==> src/sv/ttok_pkg.sv <==
`timescale 1ns / 1ps
`default_nettype none

package ttok_pkg;

    // Character codes
    localparam logic [7:0] CH_NUL    = 8'h00;
    localparam logic [7:0] CH_LF     = 8'h0A;
    localparam logic [7:0] CH_SPACE  = 8'h20;
    localparam logic [7:0] CH_QUOTE  = 8'h22;
    localparam logic [7:0] CH_SLASH  = 8'h2F;
    localparam logic [7:0] CH_LBRACK = 8'h5B;
    localparam logic [7:0] CH_RBRACK = 8'h5D;
    localparam logic [7:0] CH_LBRACE = 8'h7B;
    localparam logic [7:0] CH_RBRACE = 8'h7D;

    localparam logic [7:0] MAX_LEN_RESET = 8'd64;

    // Results one byte can cause, and queue sizing
    localparam int MAX_RESULTS = 4;
    localparam int RES_IDX_W   = 2;
    localparam int RES_CNT_W   = 3;
    localparam int QUEUE_DEPTH = 4;
    localparam int QUEUE_AW    = 2;

    typedef enum logic [1:0] {
        MODE_BETWEEN = 2'd0,
        MODE_TOKEN   = 2'd1,
        MODE_COMMENT = 2'd2,
        MODE_DISCARD = 2'd3
    } scan_mode_t;

    typedef enum logic {
        KIND_BYTE = 1'b0,
        KIND_END  = 1'b1
    } result_kind_t;

    typedef struct packed {
        result_kind_t kind;
        logic [7:0]   token_byte;
    } result_t;

    // All results caused by one input byte
    typedef struct packed {
        logic [RES_CNT_W-1:0]          cnt;
        result_t [MAX_RESULTS-1:0]     res;
    } result_group_t;

    // Queue status towards the front and back
    typedef struct packed {
        logic full;
        logic empty;
    } queue_status_t;

endpackage

`default_nettype wire

==> src/sv/ttok_front.sv <==
`timescale 1ns / 1ps
`default_nettype none

module ttok_front (
    input  wire                        aclk,
    input  wire                        aresetn,
    input  wire                        s_valid,
    output logic                       s_ready,
    input  wire  [7:0]                 s_text_byte,
    input  wire                        cfg_valid,
    input  wire  [7:0]                 cfg_max_token_length,
    input  ttok_pkg::queue_status_t    q_status,
    output logic                       q_push,
    output ttok_pkg::result_group_t    q_group
);

    ttok_pkg::scan_mode_t mode_reg, mode_next, mode_calc;
    logic [7:0]           len_reg, len_next, len_calc;
    logic                 pend_reg, pend_next, pend_calc;
    logic [7:0]           max_len_reg;
    logic                 accept;
    logic                 sep;
    logic                 single;
    logic                 done;
    logic [2:0]           n;
    ttok_pkg::result_t [ttok_pkg::MAX_RESULTS-1:0] res;

    assign s_ready = !q_status.full;
    assign accept  = s_valid && s_ready;

    // Hold the length limit
    always_ff @(posedge aclk) begin
        if (!aresetn) begin
            max_len_reg <= ttok_pkg::MAX_LEN_RESET;
        end else if (cfg_valid) begin
            max_len_reg <= cfg_max_token_length;
        end
    end

    // Hold scan state
    always_ff @(posedge aclk) begin
        if (!aresetn) begin
            mode_reg <= ttok_pkg::MODE_BETWEEN;
            len_reg  <= 8'd0;
            pend_reg <= 1'b0;
        end else begin
            mode_reg <= mode_next;
            len_reg  <= len_next;
            pend_reg <= pend_next;
        end
    end

    // Classify the byte and build its result group
    always_comb begin
        sep    = s_text_byte inside {ttok_pkg::CH_SPACE, ttok_pkg::CH_LF, ttok_pkg::CH_NUL};
        single = s_text_byte inside {ttok_pkg::CH_LBRACE, ttok_pkg::CH_RBRACE,
                                     ttok_pkg::CH_QUOTE, ttok_pkg::CH_LBRACK,
                                     ttok_pkg::CH_RBRACK};
        mode_calc = mode_reg;
        len_calc  = len_reg;
        pend_calc = pend_reg;
        done      = 1'b0;
        n         = 3'd0;
        res       = '0;

        // Resolve a held slash first
        if (pend_reg) begin
            pend_calc = 1'b0;
            if (s_text_byte == ttok_pkg::CH_SLASH) begin
                if (mode_calc == ttok_pkg::MODE_TOKEN) begin
                    res[n[1:0]] = '{ttok_pkg::KIND_END, 8'd0};
                    n = n + 3'd1;
                end
                mode_calc = ttok_pkg::MODE_COMMENT;
                len_calc  = 8'd0;
                done      = 1'b1;
            end else begin
                res[n[1:0]] = '{ttok_pkg::KIND_BYTE, ttok_pkg::CH_SLASH};
                n = n + 3'd1;
                len_calc = len_calc + 8'd1;
                if (len_calc >= max_len_reg) begin
                    res[n[1:0]] = '{ttok_pkg::KIND_END, 8'd0};
                    n = n + 3'd1;
                    mode_calc = ttok_pkg::MODE_DISCARD;
                    len_calc  = 8'd0;
                end else begin
                    mode_calc = ttok_pkg::MODE_TOKEN;
                end
            end
        end

        // Handle the byte in the resulting mode
        if (!done) begin
            case (mode_calc)
                ttok_pkg::MODE_COMMENT: begin
                    if (s_text_byte == ttok_pkg::CH_LF || s_text_byte == ttok_pkg::CH_NUL) begin
                        mode_calc = ttok_pkg::MODE_BETWEEN;
                    end
                end
                ttok_pkg::MODE_DISCARD: begin
                    if (sep) begin
                        mode_calc = ttok_pkg::MODE_BETWEEN;
                    end
                end
                default: begin
                    if (sep) begin
                        if (mode_calc == ttok_pkg::MODE_TOKEN) begin
                            res[n[1:0]] = '{ttok_pkg::KIND_END, 8'd0};
                            n = n + 3'd1;
                        end
                        mode_calc = ttok_pkg::MODE_BETWEEN;
                        len_calc  = 8'd0;
                    end else if (s_text_byte == ttok_pkg::CH_SLASH) begin
                        pend_calc = 1'b1;
                    end else if (single) begin
                        // Close any open token, then emit a one-byte token
                        if (mode_calc == ttok_pkg::MODE_TOKEN) begin
                            res[n[1:0]] = '{ttok_pkg::KIND_END, 8'd0};
                            n = n + 3'd1;
                        end
                        len_calc = 8'd0;
                        res[n[1:0]] = '{ttok_pkg::KIND_BYTE, s_text_byte};
                        n = n + 3'd1;
                        len_calc = len_calc + 8'd1;
                        res[n[1:0]] = '{ttok_pkg::KIND_END, 8'd0};
                        n = n + 3'd1;
                        if (len_calc >= max_len_reg) begin
                            mode_calc = ttok_pkg::MODE_DISCARD;
                        end else begin
                            mode_calc = ttok_pkg::MODE_BETWEEN;
                        end
                        len_calc = 8'd0;
                    end else begin
                        res[n[1:0]] = '{ttok_pkg::KIND_BYTE, s_text_byte};
                        n = n + 3'd1;
                        len_calc = len_calc + 8'd1;
                        if (len_calc >= max_len_reg) begin
                            res[n[1:0]] = '{ttok_pkg::KIND_END, 8'd0};
                            n = n + 3'd1;
                            mode_calc = ttok_pkg::MODE_DISCARD;
                            len_calc  = 8'd0;
                        end else begin
                            mode_calc = ttok_pkg::MODE_TOKEN;
                        end
                    end
                end
            endcase
        end
    end

    // Advance state only on an accepted beat
    always_comb begin
        mode_next = accept ? mode_calc : mode_reg;
        len_next  = accept ? len_calc  : len_reg;
        pend_next = accept ? pend_calc : pend_reg;
    end

    assign q_push      = accept && (n != 3'd0);
    assign q_group.cnt = n;
    assign q_group.res = res;

endmodule

`default_nettype wire

==> src/sv/ttok_queue.sv <==
`timescale 1ns / 1ps
`default_nettype none

module ttok_queue (
    input  wire                        aclk,
    input  wire                        aresetn,
    input  wire                        push,
    input  ttok_pkg::result_group_t    push_group,
    input  wire                        pop,
    output ttok_pkg::result_group_t    head_group,
    output ttok_pkg::queue_status_t    status
);

    ttok_pkg::result_group_t [ttok_pkg::QUEUE_DEPTH-1:0] entry_reg;
    logic [ttok_pkg::QUEUE_AW-1:0] wr_ptr_reg, wr_ptr_next;
    logic [ttok_pkg::QUEUE_AW-1:0] rd_ptr_reg, rd_ptr_next;
    logic [ttok_pkg::QUEUE_AW:0]   count_reg, count_next;
    logic                          do_push;
    logic                          do_pop;

    assign status.full  = (count_reg == (ttok_pkg::QUEUE_AW + 1)'(ttok_pkg::QUEUE_DEPTH));
    assign status.empty = (count_reg == '0);
    assign do_push      = push && !status.full;
    assign do_pop       = pop && !status.empty;
    assign head_group   = entry_reg[rd_ptr_reg];

    // Advance pointers and occupancy
    always_comb begin
        wr_ptr_next = do_push ? wr_ptr_reg + 1'b1 : wr_ptr_reg;
        rd_ptr_next = do_pop  ? rd_ptr_reg + 1'b1 : rd_ptr_reg;
        count_next  = count_reg;
        if (do_push && !do_pop) begin
            count_next = count_reg + 1'b1;
        end else if (do_pop && !do_push) begin
            count_next = count_reg - 1'b1;
        end
    end

    always_ff @(posedge aclk) begin
        if (!aresetn) begin
            wr_ptr_reg <= '0;
            rd_ptr_reg <= '0;
            count_reg  <= '0;
        end else begin
            wr_ptr_reg <= wr_ptr_next;
            rd_ptr_reg <= rd_ptr_next;
            count_reg  <= count_next;
        end
    end

    // Store a pushed group
    always_ff @(posedge aclk) begin
        if (do_push) begin
            entry_reg[wr_ptr_reg] <= push_group;
        end
    end

endmodule

`default_nettype wire

==> src/sv/ttok_back.sv <==
`timescale 1ns / 1ps
`default_nettype none

module ttok_back (
    input  wire                        aclk,
    input  wire                        aresetn,
    input  ttok_pkg::result_group_t    head_group,
    input  ttok_pkg::queue_status_t    q_status,
    output logic                       q_pop,
    output logic                       m_valid,
    input  wire                        m_ready,
    output logic                       m_kind,
    output logic [7:0]                 m_token_byte,
    output logic                       m_last_of_run
);

    logic [ttok_pkg::RES_IDX_W-1:0] sub_reg, sub_next;
    logic                           valid_reg, valid_next;
    ttok_pkg::result_t              res_reg, res_next;
    logic                           last_reg, last_next;
    logic                           load;
    logic                           is_last;

    assign load    = !valid_reg || m_ready;
    assign is_last = ({1'b0, sub_reg} == (head_group.cnt - 3'd1));

    // Walk the head group one result per beat
    always_comb begin
        sub_next   = sub_reg;
        valid_next = valid_reg;
        res_next   = res_reg;
        last_next  = last_reg;
        q_pop      = 1'b0;
        if (load) begin
            valid_next = !q_status.empty;
            if (!q_status.empty) begin
                res_next  = head_group.res[sub_reg];
                last_next = is_last;
                if (is_last) begin
                    q_pop    = 1'b1;
                    sub_next = '0;
                end else begin
                    sub_next = sub_reg + 1'b1;
                end
            end
        end
    end

    always_ff @(posedge aclk) begin
        if (!aresetn) begin
            sub_reg   <= '0;
            valid_reg <= 1'b0;
        end else begin
            sub_reg   <= sub_next;
            valid_reg <= valid_next;
        end
    end

    // Hold the output beat
    always_ff @(posedge aclk) begin
        res_reg  <= res_next;
        last_reg <= last_next;
    end

    assign m_valid       = valid_reg;
    assign m_kind        = res_reg.kind;
    assign m_token_byte  = res_reg.token_byte;
    assign m_last_of_run = last_reg;

endmodule

`default_nettype wire

==> src/sv/text_tokenizer_with_comments.sv <==
// Results of an accepted byte pass the queue, then the output register.
// One text byte per cycle while each byte yields at most one result and
// m_ready stays high; a byte yielding k results takes k output beats, and a
// four-group queue between classifier and output stage absorbs such bursts.
// Reset (aresetn low, synchronous): between tokens, no held slash, length
// limit 64, queue and output empty.
`timescale 1ns / 1ps
`default_nettype none

module text_tokenizer_with_comments (
    input  wire        aclk,
    input  wire        aresetn,
    input  wire        s_valid,
    output logic       s_ready,
    input  wire  [7:0] s_text_byte,
    input  wire        cfg_valid,
    output logic       cfg_ready,
    input  wire  [7:0] cfg_max_token_length,
    output logic       m_valid,
    input  wire        m_ready,
    output logic       m_kind,
    output logic [7:0] m_token_byte,
    output logic       m_last_of_run
);

    ttok_pkg::queue_status_t q_status;
    ttok_pkg::result_group_t push_group;
    ttok_pkg::result_group_t head_group;
    logic                    q_push;
    logic                    q_pop;

    // Take configuration at any time
    assign cfg_ready = 1'b1;

    // Classify bytes and form result groups
    ttok_front u_front (
        .aclk                 (aclk),
        .aresetn              (aresetn),
        .s_valid              (s_valid),
        .s_ready              (s_ready),
        .s_text_byte          (s_text_byte),
        .cfg_valid            (cfg_valid),
        .cfg_max_token_length (cfg_max_token_length),
        .q_status             (q_status),
        .q_push               (q_push),
        .q_group              (push_group)
    );

    // Decouple front and back
    ttok_queue u_queue (
        .aclk       (aclk),
        .aresetn    (aresetn),
        .push       (q_push),
        .push_group (push_group),
        .pop        (q_pop),
        .head_group (head_group),
        .status     (q_status)
    );

    // Serialise groups onto the result channel
    ttok_back u_back (
        .aclk          (aclk),
        .aresetn       (aresetn),
        .head_group    (head_group),
        .q_status      (q_status),
        .q_pop         (q_pop),
        .m_valid       (m_valid),
        .m_ready       (m_ready),
        .m_kind        (m_kind),
        .m_token_byte  (m_token_byte),
        .m_last_of_run (m_last_of_run)
    );

endmodule

`default_nettype wire

==> config.mk <==
export PLATFORM = sky130hd
export DESIGN_NAME = text_tokenizer_with_comments
export DESIGN_NICKNAME = d
export VERILOG_FILES = /design/src/sv/ttok_pkg.sv /design/src/sv/ttok_front.sv /design/src/sv/ttok_queue.sv /design/src/sv/ttok_back.sv /design/src/sv/text_tokenizer_with_comments.sv
export SDC_FILE = /design/constraint.sdc
export NUM_CORES = 1
export LEC_CHECK = 0
export BUFFER_PORTS_ARGS = -buffer_cell sky130_fd_sc_hd__buf_4
export CORE_MARGIN = 4
export CORE_UTILIZATION = 45
export DETAILED_ROUTE_END_ITERATION = 10
export PLACE_DENSITY = 0.69
export SYNTH_ARGS = -nofsm -noshare
export SYNTH_HDL_FRONTEND = slang
export SYNTH_SLANG_ARGS = --single-unit
==> constraint.sdc <==
create_clock -name aclk -period 16.2 [get_ports aclk]
set_input_delay 1.62 -clock aclk [delete_from_list [all_inputs] [get_ports aclk]]
set_output_delay 1.62 -clock aclk [all_outputs]
set_load 0.05 [all_outputs]
==> flow_summary_export.csv <==
group,metric,value,unit
finish,syn2layout_area_growth,10.9,%
power,p_per_area,138,nW/um^2
worst_setup_path,crit_type,"reg2reg",
power,ir_drop,0.0690,mV
clock_tree,htree_levels,4,
finish,fillCellCount,1731,
routing,drc,0,
placement,place_area,10100,sq um
clock_tree,cts_tree,"built",
routing,routed_wl,21.4,mm
worst_setup_path,crit_arrival,7680,ps
grt,grt_max_degree,42,
grt,grt.total_usage,0.185,
timing,rsz0062_at_grt,"false",
synth,synth_ff_type,"edfxtp_1",
floorplanning,start_util,0.457,
floorplanning,die_w,154,um
synth,seq_area_frac_synth,0.579,
timing,period_needed,7330,ps
run,drv_cap,0,
finish,drive_gt1_frac,0.202,
timing,finalWorstSetupSlack,8870,ps
finish,final_core_util,0.507,
finish,diodes,0,
clock_tree,hold_buffers,0,
placement,gp_congestion,0.882,
synth,synth_edf_count,166,
timing,worstMarginPinSlew,1130,ps
worst_setup_path,cp_num_buf_inv,1,
hold_path,hp-start,"u_back.m_valid$_SDFFE_PN0N_",
clock_tree,clock_sinks,195,
routing,vias,5922,
grt,grt_pass1_wl,34.0,mm
hold_path,hp-class,"reg2reg",
timing,slew_violations,0,
synth,synth-async-reset-ratio,0,
run_status,status,"complete, no violations",
worst_setup_path,path_common_cell,"ha_1",
placement,dp.cells,970,
worst_setup_path,crit_required,16550,ps
worst_setup_path,endpoint_kind,"flip-flop",
timing,tns,0,ps
worst_setup_path,cpPeakStageDelay,580,ps
floorplanning,die_area,23800,sq um
synth,synth_nets,750,
finish,final_common_cell,"edfxtp_1",
clock_tree,ctsResizeCount,0,
placement,place.port_buffers,32,
finish,final_cell_mix,"edfxtp_1, nand2_1, mux4_2, nor2_1, buf_4",
clock_tree,clockBufferDepth,2,
synth,yosysWarnings,0,
clock_tree,cts_root_buf,"clkbuf_16",
placement,dp_slack,8700,ps
worst_setup_path,crit_family,"compound AO/OA/AOI/OAI gates",
grt,antenna_found_initial,0,
clock_tree,path_clk_slew,80,ps
routing,ant_nets,0,
routing,vias_per_cell,5.91,
synth,ys_seq_elements,195,
power,power_leakage,3.75,nW
timing,max_freq,0.136,GHz
finish,seqCellArea,5570,sq um
grt,grt_pass1_vias,6088,
finish,largest_reg_flops,156,
clock_tree,cts_setup_buffers,0,
floorplanning,ios,34,
worst_setup_path,worstReg2RegStart,"u_front.len_reg[2]$_SDFFE_PN0P_",
timing,setup_viol,0,
floorplanning,design.core.area,21000,sq um
timing,whs,490,ps
finish,nets,767,
timing,hold_viol,0,
worst_setup_path,cp-startpoint,"u_front.len_reg[2]$_SDFFE_PN0P_",
floorplanning,die_h,154,um
routing,first_pass_iters,5,
synth,avgSynthCellArea,13.8,sq um
floorplanning,rows,53,
worst_setup_path,worst-path-max-fanout,10,
synth,synth_cell_type_count,80,
timing,period_share,0.453,
finish,multi_input_area,3790,sq um
placement,hpwlAfterDp,14.2,mm
timing,finClkSkew,20.6,ps
worst_setup_path,startpoint_type,"flip-flop",
synth,netlist_instances,697,
finish,final_cells,1002,
routing,wl_per_cell,21.4,um
routing,drt_iter0_drc,428,
worst_setup_path,slowest_stage,"o311ai_4",
clock_tree,clk_latency,450,ps
power,p_total,1.47,mW
finish,fin_area,10700,sq um
grt,grt-ovfl-total,0,
clock_tree,cts_made_buffers,17,
timing,max_slew_margin,0.246,
synth,syn_area,9620,sq um
==> power breakdown <==
part           switching, mW  internal [mW]  total (mW)
logic                  0.221          0.164       0.385
clock network          0.213          0.210       0.423
registers             0.0331          0.626       0.659
total                  0.467           1.00        1.47
==> metal layers <==
metal  wire (um)  GRT usage
met5           0          0
met4         398     0.0614
met3         960     0.0305
met2       10600      0.312
met1        9400      0.247
==> cell families (layout without fill, tap and decap cells) <==
| logic type | count (synthesis) | count (layout) | synth area share |
|---|---|---|---|
| AOI/OAI and AO/OA | 125 | 125 | 0.0967 |
| xor gates and xnor gates | 22 | 22 | 0.0208 |
| adders and majority gates | 32 | 32 | 0.0424 |
| buffers and inverters | 62 | 92 | 0.0278 |
| DFF | 195 | 195 | 0.579 |
| muxes | 61 | 61 | 0.127 |
| other | 1 | 1 | 0.000390 |
| and+or+nand+nor | 199 | 199 | 0.106 |
==> area by class of cell <==
type | instances | area share
Clock buffer | 17 | 0.0399
Inverter | 25 | 0.00880
Multi-Input combinational cell | 440 | 0.356
Tap cell | 275 | 0.0323
Clock inverter | 15 | 0.0167
Timing Repair Buffer | 35 | 0.0246
Sequential cell | 195 | 0.522
==> Yosys cell counts, types with 9 or more instances <==
master    number  share of area
edfxtp_1     166           0.52
nand2_1       50          0.020
mux4_2        48           0.11
nor2_1        47          0.018
a21oi_1       31          0.016
ha_1          31          0.040
dfxtp_1       29          0.060
inv_1         24         0.0094
clkbuf_1      21         0.0082
nand3_1       18         0.0094
and2_1        15         0.0098
nor3_1        14         0.0073
and3_1        13         0.0085
o21ai_0       13         0.0068
xnor2_1       12          0.011
mux2i_1       11          0.011
buf_2          9         0.0047
xor2_1         9         0.0082
==> tightest hold or removal path: stages, from the launching register on <==
cell	delay, ps
dfxtp_1	340
nand2_1	60
a21oi_1	50
==> path summary, 6_finish.rpt <==
check	depth (start not counted)	slack, ps	endpoint
worst min register to register	2	490	u_back.m_valid$_SDFFE_PN0N_
worst min-delay path	2	490	u_back.m_valid$_SDFFE_PN0N_
worst max register to register	27	8870	u_queue.count_reg[2]$_SDFFE_PN0P_
worst max-delay path	27	8870	u_queue.count_reg[2]$_SDFFE_PN0P_
Note: power is estimated with default switching activity, not from simulation.
